--- src/rtl/core/rrd_pkg.sv ---
// Package for the read reply deframer: length limits, phase, status and kind codes,
// character constants and the hex digit decoder. No dependencies.
package rrd_pkg;

    localparam int MAX_READ_BYTES_DEF = 1024;
    localparam int LEN_W = 11;

    localparam logic [2:0] PH_IDLE     = 3'd0;
    localparam logic [2:0] PH_DATA     = 3'd1;
    localparam logic [2:0] PH_DRAIN    = 3'd2;
    localparam logic [2:0] PH_CSUM     = 3'd3;
    localparam logic [2:0] PH_TAIL     = 3'd4;
    localparam logic [2:0] PH_NODOLLAR = 3'd5;
    localparam logic [2:0] PH_ERRBODY  = 3'd6;

    localparam logic [2:0] ST_OK     = 3'd0;
    localparam logic [2:0] ST_FORMAT = 3'd1;
    localparam logic [2:0] ST_SERVER = 3'd2;
    localparam logic [2:0] ST_RLE    = 3'd3;
    localparam logic [2:0] ST_CSUM   = 3'd4;

    localparam logic KIND_DATA   = 1'b0;
    localparam logic KIND_STATUS = 1'b1;

    localparam logic [7:0] CH_DOLLAR = 8'h24;
    localparam logic [7:0] CH_HASH   = 8'h23;
    localparam logic [7:0] CH_STAR   = 8'h2A;
    localparam logic [7:0] CH_E      = 8'h45;

    typedef struct packed {
        logic       ok;
        logic [3:0] nib;
    } hex_t;

    function automatic hex_t hex_decode(input logic [7:0] c);
        hex_t h;
        h.ok  = 1'b1;
        h.nib = 4'd0;
        if (c inside {[8'h30:8'h39]})
        begin
            h.nib = c[3:0];
        end
        else if (c inside {[8'h41:8'h46], [8'h61:8'h66]})
        begin
            h.nib = c[3:0] + 4'd9;
        end
        else
        begin
            h.ok = 1'b0;
        end
        return h;
    endfunction

endpackage

--- src/rtl/core/rsp_read_reply_deframer.sv ---
// Read reply deframer top level: input register, per-character frame logic,
// result register. Depends on rrd_pkg.
//
// Usage:
//   s_* carries one reply character per beat in s_tdata. cfg_wr_en/cfg_wr_data
//   set the expected byte count (0 counts as 1, values above MAX_READ_BYTES
//   count as MAX_READ_BYTES); write it only while the block is idle.
//   m_* carries results: m_tuser low gives a decoded byte, m_tuser high gives
//   the final status of the frame, with m_tlast high. m_tdata holds
//   data_byte [7:0], status [10:8], server_code [18:11], zeros above.
//   Bytes leave before the checksum is known; drop them unless status is ok.
//   Each character passes from the input register through the frame logic,
//   and any result that it gives is held in the result register.
//   Throughput: one character per cycle while no result is stalled, set by
//   the combinational update of the frame state between the two registers.
//   Reset clears the frame state to waiting for '$' and empties both
//   registers; the length register returns to 1.
//   When the receiver stalls with a result pending, the held character waits
//   in the input register and s_tready drops until the result is taken.
module rsp_read_reply_deframer
    import rrd_pkg::*;
#(
    parameter int MAX_READ_BYTES = MAX_READ_BYTES_DEF
)
(
    input  logic             clk,
    input  logic             rst_n,
    input  logic             cfg_wr_en,
    input  logic [LEN_W-1:0] cfg_wr_data,    // expected_length
    input  logic             s_tvalid,
    output logic             s_tready,
    input  logic [7:0]       s_tdata,        // rx_char
    output logic             m_tvalid,
    input  logic             m_tready,
    output logic [23:0]      m_tdata,        // data_byte, status, server_code, zero pad
    output logic             m_tuser,        // kind
    output logic             m_tlast         // last
);

    localparam int CNT_W = $clog2(2 * MAX_READ_BYTES + 1);

    logic [LEN_W-1:0] expected_length_reg;

    logic             in_valid_reg;
    logic [7:0]       in_char_reg;

    logic [2:0]       phase_reg, phase_next;
    logic [7:0]       sum_reg, sum_next;
    logic [CNT_W-1:0] cnt_reg, cnt_next;
    logic [3:0]       hi_reg, hi_next;
    logic [2:0]       pend_reg, pend_next;
    logic [7:0]       code_reg, code_next;
    logic [3:0]       csum_hi_reg, csum_hi_next;
    logic             badhex_reg, badhex_next;

    logic             out_valid_reg;
    logic             out_kind_reg;
    logic [7:0]       out_byte_reg;
    logic [2:0]       out_status_reg;
    logic [7:0]       out_code_reg;

    logic             emit;
    logic             emit_kind;
    logic [7:0]       emit_byte;
    logic [2:0]       emit_status;
    logic [7:0]       emit_code;

    logic             advance;
    logic [CNT_W-2:0] len_c;
    logic [CNT_W-1:0] target;
    logic [7:0]       c;
    hex_t             h;
    logic [2:0]       pend_tmp;
    logic [7:0]       got;

    assign advance  = in_valid_reg && (!out_valid_reg || m_tready);
    assign s_tready = !in_valid_reg || advance;

    assign m_tvalid = out_valid_reg;
    assign m_tuser  = out_kind_reg;
    assign m_tlast  = out_kind_reg;
    assign m_tdata  = {5'd0, out_code_reg, out_status_reg, out_byte_reg};

    always_comb
    begin
        if (expected_length_reg == '0)
        begin
            len_c = (CNT_W-1)'(1);
        end
        else if (32'(expected_length_reg) > MAX_READ_BYTES)
        begin
            len_c = (CNT_W-1)'(MAX_READ_BYTES);
        end
        else
        begin
            len_c = (CNT_W-1)'(expected_length_reg);
        end
        target = {len_c, 1'b0};
    end

    always_comb
    begin
        c            = in_char_reg;
        h            = hex_decode(in_char_reg);
        phase_next   = phase_reg;
        sum_next     = sum_reg;
        cnt_next     = cnt_reg;
        hi_next      = hi_reg;
        pend_next    = pend_reg;
        code_next    = code_reg;
        csum_hi_next = csum_hi_reg;
        badhex_next  = badhex_reg;
        emit         = 1'b0;
        emit_kind    = KIND_DATA;
        emit_byte    = 8'd0;
        emit_status  = ST_OK;
        emit_code    = 8'd0;
        pend_tmp     = pend_reg;
        got          = {csum_hi_reg, h.nib};

        case (phase_reg)
            PH_IDLE:
            begin
                sum_next     = 8'd0;
                cnt_next     = '0;
                hi_next      = 4'd0;
                code_next    = 8'd0;
                csum_hi_next = 4'd0;
                badhex_next  = 1'b0;
                if (c == CH_DOLLAR)
                begin
                    pend_next  = ST_OK;
                    phase_next = PH_DATA;
                end
                else
                begin
                    pend_next  = ST_FORMAT;
                    phase_next = (c == CH_HASH) ? PH_TAIL : PH_NODOLLAR;
                end
            end
            PH_DATA:
            begin
                if (c == CH_HASH)
                begin
                    if (cnt_reg != target && pend_reg != ST_RLE)
                    begin
                        pend_next = ST_FORMAT;
                    end
                    cnt_next   = '0;
                    phase_next = PH_CSUM;
                end
                else if (cnt_reg == '0 && c == CH_E)
                begin
                    pend_next   = ST_SERVER;
                    code_next   = 8'd0;
                    badhex_next = 1'b0;
                    phase_next  = PH_ERRBODY;
                end
                else if (cnt_reg >= target)
                begin
                    if (c == CH_STAR)
                    begin
                        pend_next = ST_RLE;
                    end
                    else if (pend_reg != ST_RLE)
                    begin
                        pend_next = ST_FORMAT;
                    end
                    phase_next = PH_DRAIN;
                end
                else
                begin
                    if (c == CH_STAR)
                    begin
                        pend_next = ST_RLE;
                    end
                    sum_next = sum_reg + c;
                    if (!h.ok)
                    begin
                        badhex_next = 1'b1;
                    end
                    cnt_next = cnt_reg + 1'b1;
                    if (!cnt_reg[0])
                    begin
                        hi_next = h.nib;
                    end
                    else
                    begin
                        emit      = 1'b1;
                        emit_kind = KIND_DATA;
                        emit_byte = {hi_reg, h.nib};
                    end
                end
            end
            PH_DRAIN:
            begin
                if (c == CH_STAR)
                begin
                    pend_next = ST_RLE;
                end
                if (c == CH_HASH)
                begin
                    cnt_next   = '0;
                    phase_next = PH_CSUM;
                end
            end
            PH_CSUM:
            begin
                if (c == CH_STAR)
                begin
                    pend_tmp = ST_RLE;
                end
                else if (!h.ok && pend_reg == ST_OK)
                begin
                    pend_tmp = ST_CSUM;
                end
                pend_next = pend_tmp;
                if (cnt_reg == '0)
                begin
                    csum_hi_next = h.nib;
                    cnt_next     = CNT_W'(1);
                end
                else
                begin
                    if (pend_tmp == ST_OK)
                    begin
                        if (got != sum_reg)
                        begin
                            pend_tmp = ST_CSUM;
                        end
                        else if (badhex_reg)
                        begin
                            pend_tmp = ST_FORMAT;
                        end
                    end
                    pend_next   = pend_tmp;
                    emit        = 1'b1;
                    emit_kind   = KIND_STATUS;
                    emit_status = pend_tmp;
                    emit_code   = 8'd0;
                    phase_next  = PH_IDLE;
                end
            end
            PH_ERRBODY:
            begin
                if (c == CH_HASH)
                begin
                    if (cnt_reg != CNT_W'(2) || badhex_reg)
                    begin
                        code_next = 8'd0;
                    end
                    cnt_next   = '0;
                    phase_next = PH_TAIL;
                end
                else
                begin
                    if (!h.ok || cnt_reg >= CNT_W'(2))
                    begin
                        badhex_next = 1'b1;
                    end
                    else if (cnt_reg == '0)
                    begin
                        hi_next = h.nib;
                    end
                    else
                    begin
                        code_next = {hi_reg, h.nib};
                    end
                    if (cnt_reg < CNT_W'(2))
                    begin
                        cnt_next = cnt_reg + 1'b1;
                    end
                end
            end
            PH_NODOLLAR:
            begin
                if (c == CH_HASH)
                begin
                    cnt_next   = '0;
                    phase_next = PH_TAIL;
                end
            end
            PH_TAIL:
            begin
                if (cnt_reg == '0)
                begin
                    cnt_next = CNT_W'(1);
                end
                else
                begin
                    emit        = 1'b1;
                    emit_kind   = KIND_STATUS;
                    emit_status = pend_reg;
                    emit_code   = (pend_reg == ST_SERVER) ? code_reg : 8'd0;
                    phase_next  = PH_IDLE;
                end
            end
            default:
            begin
                phase_next = PH_IDLE;
            end
        endcase
    end

    always_ff @(posedge clk or negedge rst_n)
    begin
        if (!rst_n)
        begin
            expected_length_reg <= LEN_W'(1);
            in_valid_reg        <= 1'b0;
            out_valid_reg       <= 1'b0;
            out_kind_reg        <= KIND_DATA;
            phase_reg           <= PH_IDLE;
            sum_reg             <= 8'd0;
            cnt_reg             <= '0;
            hi_reg              <= 4'd0;
            pend_reg            <= ST_OK;
            code_reg            <= 8'd0;
            csum_hi_reg         <= 4'd0;
            badhex_reg          <= 1'b0;
        end
        else
        begin
            if (cfg_wr_en)
            begin
                expected_length_reg <= cfg_wr_data;
            end
            if (s_tready)
            begin
                in_valid_reg <= s_tvalid;
            end
            if (advance)
            begin
                out_valid_reg <= emit;
                out_kind_reg  <= emit_kind;
                phase_reg     <= phase_next;
                sum_reg       <= sum_next;
                cnt_reg       <= cnt_next;
                hi_reg        <= hi_next;
                pend_reg      <= pend_next;
                code_reg      <= code_next;
                csum_hi_reg   <= csum_hi_next;
                badhex_reg    <= badhex_next;
            end
            else if (m_tready)
            begin
                out_valid_reg <= 1'b0;
            end
        end
    end

    always_ff @(posedge clk)
    begin
        if (s_tready && s_tvalid)
        begin
            in_char_reg <= s_tdata;
        end
        if (advance)
        begin
            out_byte_reg   <= emit_byte;
            out_status_reg <= emit_status;
            out_code_reg   <= emit_code;
        end
    end

endmodule

--- config.mk ---
export PLATFORM = sky130hd
export DESIGN_NAME = rsp_read_reply_deframer
export DESIGN_NICKNAME = d
export VERILOG_FILES = /design/src/rtl/core/rrd_pkg.sv /design/src/rtl/core/rsp_read_reply_deframer.sv
export SDC_FILE = /design/constraint.sdc
export NUM_CORES = 1
export LEC_CHECK = 0
export BUFFER_PORTS_ARGS = -buffer_cell sky130_fd_sc_hd__buf_2
export CORE_MARGIN = 8
export CORE_UTILIZATION = 59
export DETAILED_ROUTE_END_ITERATION = 10
export PLACE_DENSITY = 0.8
export SLEW_MARGIN = 20
export SYNTH_ARGS = -nofsm -noshare
export SYNTH_HDL_FRONTEND = slang
export SYNTH_SLANG_ARGS = --single-unit
export TNS_END_PERCENT = 1
--- constraint.sdc ---
create_clock -name clk -period 3.8 [get_ports clk]
set_clock_uncertainty 0.15 [all_clocks]
set_input_delay 0.76 -clock clk [delete_from_list [all_inputs] [get_ports clk]]
set_output_delay 0.76 -clock clk [all_outputs]
set_load 0.05 [all_outputs]
; ---- Word-level counts from Yosys, hierarchy flattened
; Cells that the tools add are included.
; W data, S select, Z words.
[classes]
n_lt_le_gt_ge = 10
bitwise_logic = 4
addsub = 3
n_reduce_logical = 40
muxes = 78
n_eq_ne = 41
[op_table]
columns = op, n
row1 = $mux W12, 7
row2 = $mux W8, 9
row3 = $mux W3, 23
row4 = $pmux W12 S5, 1
row5 = $mux W4, 9
row6 = $ne A3 B3 Y1 const B, 9
row7 = $eq A8 B6 Y1 const B, 3
row8 = $ne A2 B2 Y1 const B, 12
row9 = $pmux W8 S3, 1
row10 = $mux W11, 2
row11 = $reduce_and A7 Y1, 3
row12 = $mux W1, 18
row13 = $ge A8 B7 Y1 const B, 2
row14 = $le A8 B7 Y1 const B, 2
row15 = $pmux W8 S2, 1
row16 = $pmux W3 S5, 1
row17 = $add A12 B1 Y12 const B, 1
row18 = $ge A12 B12 Y1, 1
row19 = $ge A12 B2 Y1 const B, 1
row20 = $logic_not A12 Y1, 1
row21 = $lt A12 B2 Y1 const B, 1
row22 = $ne A12 B12 Y1, 1
row23 = $ne A12 B2 Y1 const B, 1
row24 = $pmux W3 S4, 1
row25 = other kinds (36), 65
[word_totals]
wordCells = 192
input_bits = 24
out_inout_bits = 28
ff_bits = 84

; ---- Longest topological paths before layout
; Gate-level depths: netlist of run 1.
[depth]
depth_word = 15
depth_mapped = 13
depth_no_buf = 12

; ---- Worst setup path before layout of run 1
; No wires, ideal clock.
[synth_timing]
path_kind = register -> register
from = reg expected_length_reg[10]
to = reg hi_reg[0]
path_slack_ps = 982
path_buffers = 1
stages_incl_launch_ff = 13
required_ps = 3525
setup_ps = 125
synth_period_minus_slack_ps = 2818
arrival_ps = 2543
path_cell_list = dfrtp_1 > inv_1 > clkbuf_1 > nand2_1 > ha_1 > a21oi_1 > nor2_1 > a211oi_1 > o211ai_1 > nor2_1 > nor2_1 > nor4_4 > mux2_2
[synth_between]
elab_chain_cells = 6
elab_cells_between_ends = 7
cone_classes = order compare: 2 / eq/ne: 1 / mux: 2 / reduce/logical: 2
[synth_lines]
columns = item, line_no
row1 = from (decl), rsp_read_reply_deframer.sv:42  ; logic [LEN_W-1:0] expected_length_reg;
row2 = from (signal assigned), rsp_read_reply_deframer.sv:326  ; expected_length_reg <= cfg_wr_data;
row3 = $gt A11 B11 Y1, rsp_read_reply_deframer.sv:90  ; else if (32'(expected_length_reg) > MAX_READ_BYTES)
row4 = $mux W11, rsp_read_reply_deframer.sv:90
row5 = $mux W11 *, rsp_read_reply_deframer.sv:86  ; if (expected_length_reg == '0)
row6 = $ge A12 B12 Y1 *, rsp_read_reply_deframer.sv:159  ; else if (cnt_reg >= target)
row7 = $ne A2 B2 Y1 (no source line) *, --
row8 = $reduce_and A9 Y1 (no source line) *, --
row9 = to (signal assigned), rsp_read_reply_deframer.sv:339  ; hi_reg <= hi_next;
row10 = to (decl), rsp_read_reply_deframer.sv:50  ; logic [3:0] hi_reg, hi_next;
; Mark *: on every way between the ends. The rest lies on a longest branch, timed or not.
; A chain may end at the register's enable or synchronous reset.

; ---- Final worst setup path of run 1
[layout_timing]
from = reg in_char_reg[1] (netlist: c[1])
to = reg pend_reg[0]
[layout_between]
elab_chain_cells = 15
elab_cells_between_ends = 41
cone_classes = add/sub: 1 / order compare: 6 / eq/ne: 7 / mux: 18 / reduce/logical: 9
[layout_lines]
columns = item, line_no
row1 = from (decl), rsp_read_reply_deframer.sv:45  ; logic [7:0] in_char_reg;
row2 = from (signal assigned), rsp_read_reply_deframer.sv:356  ; in_char_reg <= s_tdata;
row3 = $ge A8 B7 Y1 or $le A8 B7 Y1 (tied branches), rrd_pkg.sv:43  ; else if (c inside {[8'h41:8'h46], [8'h61:8'h66]})
row4 = $logic_and A1 B1 Y1, rrd_pkg.sv:43
row5 = $reduce_bool A2 Y1, rrd_pkg.sv:43
row6 = $mux W1, rrd_pkg.sv:43
row7 = $mux W1, rrd_pkg.sv:39  ; if (c inside {[8'h30:8'h39]})
row8 = $logic_not A1 Y1, rsp_read_reply_deframer.sv:213  ; else if (!h.ok && pend_reg == ST_OK)
row9 = $logic_and A1 B1 Y1, rsp_read_reply_deframer.sv:213
row10 = $mux W3, rsp_read_reply_deframer.sv:213
row11 = $mux W3, rsp_read_reply_deframer.sv:209  ; if (c == CH_STAR)
row12 = $mux W3, rsp_read_reply_deframer.sv:121  ; case (phase_reg)
row13 = $mux W3, rsp_read_reply_deframer.sv:231  ; else if (badhex_reg)
row14 = $mux W3, rsp_read_reply_deframer.sv:227  ; if (got != sum_reg)
row15 = $mux W3, rsp_read_reply_deframer.sv:225  ; if (pend_tmp == ST_OK)
row16 = $mux W3, rsp_read_reply_deframer.sv:218  ; if (cnt_reg == '0)
row17 = $pmux W3 S4, rsp_read_reply_deframer.sv:121
row18 = to (signal assigned), rsp_read_reply_deframer.sv:340  ; pend_reg <= pend_next;
row19 = to (decl), rsp_read_reply_deframer.sv:51  ; logic [2:0] pend_reg, pend_next;
; Several ways; a longest one is shown, not always the timed one. The select of a mux whose other input is x is not followed.

==> results of run 1 <==
## path summary, 6_finish.rpt
path | startpoint | to | slack (ns) | depth (start not counted)
worst max-delay path | c[1]$_DFFE_PP_ | pend_reg[0]$_DFFE_PN0P_ | 0.37 | 10
worst min-delay path | rst_n | expected_length_reg[2]$_DFFE_PN0P_ | 0.23 | 1
worst max register to register | c[1]$_DFFE_PP_ | pend_reg[0]$_DFFE_PN0P_ | 0.37 | 10
worst min register to register | code_reg[3]$_DFFE_PN0P_ | code_reg[3]$_DFFE_PN0P_ | 0.35 | 1
max in group asynchronous | rst_n | csum_hi_reg[3]$_DFFE_PN0P_ | 2.64 | 2
min in group clk | code_reg[3]$_DFFE_PN0P_ | code_reg[3]$_DFFE_PN0P_ | 0.35 | 1
## final cells by class
type | instances | share of cell area, %
inverters | 17 | 1.18
flip-flops and latches | 84 | 41.3
clock buffers | 9 | 2.29
well taps | 105 | 2.43
multi-input cells | 378 | 46.3
clock inverters | 7 | 1.06
repair buffers | 54 | 5.41
## logic make-up after synthesis
group                      after synthesis  synth area share, %
xor gates and xnor gates                20                 3.57
buffers and inverters                   38                 3.72
DFF                                     84                 45.6
adders and majority gates               26                 6.78
and+or+nand+nor                        209                 22.4
muxes                                   22                 4.95
other                                    1               0.0764
AOI/OAI and AO/OA                       96                 12.9
## power by group
part	internal, mW	switching, mW
clock network	0.248	0.355
logic	0.465	0.910
registers	1.09	0.202
## critical path: cells and delay by family (launching register included)
kind | cells | cell delay (ns)
xor+xnor | 1 | 0.20
buf+inv | 1 | 0.13
flops | 1 | 0.54
compound gates | 2 | 0.46
fa+ha+maj | 1 | 0.25
simple gates | 5 | 1.61
## cell usage in the layout (no fill, tap or decap), types with 4 or more instances in the layout
cell      instances
buf_2            45
buf_4             9
mux2_2           17
o21a_1            4
nor3b_1           4
ha_1             25
nor2_1           56
edfxtp_1         27
nor4_1            8
xor2_1            8
clkbuf_8          9
inv_1            16
nand2b_1          5
conb_1            5
xnor2_1          12
mux2i_1           4
a21o_1            4
nand4_1           4
a31oi_1           6
o21ai_0          22
nor3_1           10
nor2b_1           7
nand3_1          14
nand2_1          56
dfrtp_1          56
a211oi_1          4
o31ai_1          12
a21oi_1          22
and2_1           16
and3_1            7
## stage by stage
step	hold slack, ns	std cells	util (%)
after detailed placement	0.338	638	64.3
after CTS	0.359	654	66.5
after global routing	0.274	654	66.6
after global placement	0.322	638	64.3
final	0.228	654	66.6
after floorplan	0.306	500	-
## routing by layer
metal | wire (µm) | vias up
met5 | 0 | -
met4 | 268 | 0
met3 | 690 | 24
met2 | 5490 | 140
met1 | 4980 | 1895
li1 | - | 1872
==> results.ini, run 1 <==
[cts]
cts_buffer_depth = 2
path_clk_slew_ns = 0.09
cts.htree.levels = 3
cts_setup_buffers = 0
cts_tree = built
cts_resized = 0
clockRootBuffer = clkbuf_8
clk_latency_ns = 0.36
postCtsHoldBufs = 0
cts_buffers = 9
cts.sinks = 84

[global_route]
met3_usage_pct = 3.96
grt-ovfl-total = 0
grt_usage_pct = 20.7
use_met2_pct = 34.2
grt_max_degree = 43
grt_pass1_vias = 3957
grt-busiest-layer = met2
antenna_found_initial = 0
use_met1_pct = 26.1
grt_pass1_wl_um = 19100

[finish]
drive_gt1_share_pct = 18.4
largest_register_ffs = 12
multiInputGateArea_um2 = 2510
seq_area_um2 = 2240
layout.nets = 594
syn_to_final_growth_pct = 10.3
insertedDiodeCount = 0
fillCellCount = 688
stdcell_area_um2 = 5420

[power]
p_leak_nw = 2.39
finalPower_mw = 3.28
vdd_drop_max_mv = 0.239
cellPowerDensity_nw_per_um2 = 605

[worst_setup_path]
crit_chain = inv_1 > ha_1 > nor3b_1 > nor3_2 > nor2_1 > xor2_1 > nand2_1 > nor4_1 > a221oi_1 > o31ai_1
endpoint_kind = flip-flop
cp_max_fo = 7
worstPathArrival_ns = 3.55
critPathKind = flip-flop to flip-flop
required_ns = 3.92
worst_path_largest_cell_delay_ns = 0.63
cpMaxStageDelayCell = nor4_1
start_kind = flip-flop

[route]
viasPerCell = 6.01
dr_total_vias = 3931
route.detailed.drc = 0
drtPass1Iterations = 5
wire_per_inst_um = 17.5
drt_wl_total_um = 11400
drtIter0Drc = 338
final_antenna_net_count = 0

[sta]
finalCriticalPeriod_ns = 3.43
relSlewSlack_pct = 48.7
worst_pin_slew_ns = 0.766
setup_viol = 0
slew_viol_final = 0
timing.fmax_mhz = 291
finalWorstSetupSlack_ns = 0.367
fin_crit_sh_pct = 90.3
rsz0062_at_grt = no
hold_viol = 0
tns_ns = 0

[floorplanning]
floorplan.initialDensity_pct = 60.3
fp.dieW_um = 107
dieArea_um2 = 11500
placement_rows = 33
pin_count = 52
die_h_um = 107
core-area_um2 = 8130

[logic_synthesis]
synth_top_cell_by_area = dfrtp_1
synth.yosys.seq_area_share_pct = 45.6
synth-seq-cells = 84
synth_cells = 496
yosys.cell_types.count = 69
async_reset_ff_share_pct = 67.9
synth_area_um2 = 4910
synth_area_per_cell_um2 = 9.90
synthTopCellsByCount = dfrtp_1, nand2_1, nor2_1
yosysWarningCount = 0
synth_edf_count = 27
synth-main-ff-cell = dfrtp_1
synth.area.top_cells = dfrtp_1, edfxtp_1, ha_1
synth_top_area_share_pct = 28.5

[placed_design]
placed_cell_area_um2 = 5230
routabilityCongestion = 0.915
hpwlAfterDp_um = 8660
numPortBuffers = 46
dpl_worst_slack_ns = 0.434

[hold_path]
hold_path.class = input port to async pin

[outcome]
outcome = completed

[job]
drv_cap = 0

(Power assumes the default switching activity.)
==> run 2: changes to the inputs <==
--- a/config.mk
+++ b/config.mk
@@ -7,9 +7,9 @@
 export LEC_CHECK = 0
 export BUFFER_PORTS_ARGS = -buffer_cell sky130_fd_sc_hd__buf_2
 export CORE_MARGIN = 8
-export CORE_UTILIZATION = 59
+export CORE_UTILIZATION = 64
 export DETAILED_ROUTE_END_ITERATION = 10
-export PLACE_DENSITY = 0.8
+export PLACE_DENSITY = 0.86
 export SLEW_MARGIN = 20
 export SYNTH_ARGS = -nofsm -noshare
 export SYNTH_HDL_FRONTEND = slang
==> constraint.sdc (replaced) <==
create_clock -name clk -period 4.1 [get_ports clk]
set_clock_uncertainty 0.15 [all_clocks]
set_input_delay 0.82 -clock clk [delete_from_list [all_inputs] [get_ports clk]]
set_output_delay 0.82 -clock clk [all_outputs]
set_load 0.05 [all_outputs]
==> run 2 against run 1 <==
  * Critical endpoint unchanged
  * Largest power group unchanged
  * Fmax grew 2.0%
  * Highest routed layer unchanged
  * Die area shrank 6.7%
  * Wire length grew 0.47%
==> results.ini, run 2 (synthesis gave the netlist of run 1 again) <==
[outcome]
outcome = completed  ; unchanged

[sta]
finalWorstSetupSlack_ns = 0.733  ; was 0.367 ns
timing.fmax_mhz = 297  ; was 291 MHz
finalCriticalPeriod_ns = 3.37  ; was 3.43 ns
rsz0062_at_grt = no  ; unchanged
relSlewSlack_pct = 31.7  ; was 48.7%
hold_viol = 0  ; unchanged
slew_viol_final = 0  ; unchanged
setup_viol = 0  ; unchanged
worst_pin_slew_ns = 1.01  ; was 0.766 ns
tns_ns = 0  ; unchanged
fin_crit_sh_pct = 82.1  ; was 90.3%
fin_hold_ws_ns = 0.341  ; was 0.228 ns

[route]
route.detailed.drc = 0  ; unchanged
viasPerCell = 6.08  ; was 6.01
final_antenna_net_count = 0  ; unchanged
wire_per_inst_um = 17.8  ; was 17.5 µm
drtPass1Iterations = 5  ; unchanged
drtIter0Drc = 266  ; was 338
dr_total_vias = 3924  ; was 3931
drt_wl_total_um = 11500  ; was 11400 µm

[floorplanning]
die_h_um = 104  ; was 107 µm
pin_count = 52  ; unchanged
dieArea_um2 = 10700  ; was 11500 µm²
floorplan.initialDensity_pct = 64.9  ; was 60.3%
placement_rows = 32  ; was 33
fp.dieW_um = 104  ; was 107 µm
core-area_um2 = 7570  ; was 8130 µm²

[worst_setup_path]
cp_top_family = simple AND/OR/NAND/NOR gates  ; unchanged
rr_worst_depth = 7  ; was 10
regToRegStartpoint = c[3]$_DFFE_PP_  ; was c[1]$_DFFE_PP_
worst_path_largest_cell_delay_ns = 0.71  ; was 0.63 ns
start_kind = flip-flop  ; unchanged
cpMaxStageDelayCell = or4b_1  ; was nor4_1
endpoint_kind = flip-flop  ; unchanged
reg2reg_slack_ns = 0.73  ; was 0.37 ns
path_buf_inv = 0  ; was 1
required_ns = 4.21  ; was 3.92 ns
critPathKind = flip-flop to flip-flop  ; unchanged
r2r_end = pend_reg[0]$_DFFE_PN0P_  ; unchanged
crit_chain = or4b_1 > o32ai_1 > a21oi_1 > xnor2_1 > nor4_1 > a221oi_1 > o31ai_1  ; was inv_1 > ha_1 > nor3b_1 > nor3_2 > nor2_1 > xor2_1 > nand2_1 > nor4_1 > a221oi_1 > o31ai_1
worstPathArrival_ns = 3.48  ; was 3.55 ns
cp_max_fo = 7  ; unchanged

[power]
p_sw_share_pct = 45.0  ; was 44.8%
power_frac_seq_pct = 40.1  ; was 39.6%
vdd_drop_max_mv = 0.262  ; was 0.239 mV
p_int_mw = 1.65  ; was 1.81 mW
combPwrFrac_pct = 41.7  ; was 42.0%
power.switching_mw = 1.35  ; was 1.47 mW
cellPowerDensity_nw_per_um2 = 561  ; was 605 nW/µm²
p_leak_nw = 2.35  ; was 2.39 nW
p_clk_share_pct = 18.3  ; was 18.4%

[placed_design]
hpwlAfterDp_um = 8800  ; was 8660 µm
dpl_worst_slack_ns = 0.827  ; was 0.434 ns
routabilityCongestion = 0.916  ; was 0.915
numPortBuffers = 46  ; unchanged

[cts]
cts.htree.levels = 3  ; unchanged
postCtsHoldBufs = 0  ; unchanged
cts.sinks = 84  ; unchanged
cts_tree = built  ; unchanged
cts_buffers = 9  ; unchanged
path_clk_slew_ns = 0.09  ; about the same
cts_setup_buffers = 0  ; unchanged
clockRootBuffer = clkbuf_8  ; unchanged
cts_buffer_depth = 2  ; unchanged
clk_latency_ns = 0.35  ; was 0.36 ns
cts_resized = 0  ; unchanged

[global_route]
grt_max_degree = 31  ; was 43
grt_usage_pct = 21.5  ; was 20.7%
grt-ovfl-total = 0  ; unchanged
grt_pass1_wl_um = 19100  ; about the same
grt_pass1_vias = 3885  ; was 3957
antenna_found_initial = 0  ; unchanged

[finish]
layout.nets = 588  ; was 594
syn_to_final_growth_pct = 9.13  ; was 10.3%
most-common-layout-cells = nand2_1, nor2_1, dfrtp_1, buf_2, edfxtp_1  ; unchanged
largest_register_ffs = 12  ; unchanged
insertedDiodeCount = 0  ; unchanged
drive_gt1_share_pct = 17.3  ; was 18.4%

[hold_path]
hold_path.class = input port to async pin  ; unchanged

[job]
drv_cap = 0  ; unchanged

==> run 2: cell types whose count changed in the layout (fill, tap and decap cells not counted), sizes merged <==
| cell | change |
|---|---|
| buf | -6 |
==> run 2: power by group through the flow <==
stage / clock network, mW / registers (mW) / logic [mW]
after floorplan: 0 / 1.25 / 0.905
after global placement: 0 / 1.21 / 1.20
after CTS: 0.559 / 1.20 / 1.24
final: 0.548 / 1.20 / 1.25
after global routing: 0.591 / 1.22 / 1.37
after detailed placement: 0 / 1.21 / 1.23
==> run 2: final cells by class <==
class	instances	area [µm²]
Sequential cell	84	2240
Timing Repair Buffer	48	245
Inverter	17	63.8
Tap cell	102	128
Clock inverter	7	55.1
Clock buffer	9	124
Fill cell	590	2210
Multi-Input combinational cell	378	2500
==> run 2: per-layer routing <==
| metal | wire length [µm] | GRT usage, % | up-vias |
|---|---|---|---|
| met5 | 0 | 0 | - |
| met4 | 201 | 8.08 | 0 |
| met3 | 688 | 4.40 | 19 |
| met2 | 5710 | 36.8 | 161 |
| met1 | 4890 | 26.0 | 1881 |
| li1 | - | - | 1863 |
==> run 2: worst max path at each step <==
stage                                        startpoint                        to  slack [ns]  depth (start not counted)
floorplan                                      m_tready  phase_reg[1]$_DFFE_PN0P_        1.27                          8
global route        expected_length_reg[10]$_DFFE_PN0P_    sum_reg[3]$_DFFE_PN0P_        0.49                         10
finish                                   c[3]$_DFFE_PP_   pend_reg[0]$_DFFE_PN0P_        0.73                          7
CTS                 expected_length_reg[10]$_DFFE_PN0P_    sum_reg[3]$_DFFE_PN0P_        0.80                         10
detailed placement  expected_length_reg[10]$_DFFE_PN0P_    sum_reg[3]$_DFFE_PN0P_        0.83                         10
global placement                         c[3]$_DFFE_PP_   pend_reg[0]$_DFFE_PN0P_        0.92                          7
==> run 2: through the flow <==
| step | cells | utilization, % | total power, mW | instance area (µm²) |
|---|---|---|---|---|
| 2_1_floorplan | 500 | - | 2.15 | 4920 |
| 3_3_place_gp | 629 | 68.4 | 2.41 | 5180 |
| 3_5_place_dp | 629 | 68.4 | 2.45 | 5180 |
| 4_1_cts | 645 | 70.8 | 2.99 | 5360 |
| 5_1_grt | 645 | 70.8 | 3.19 | 5360 |
| 6_report | 645 | 70.8 | 3.00 | 5360 |
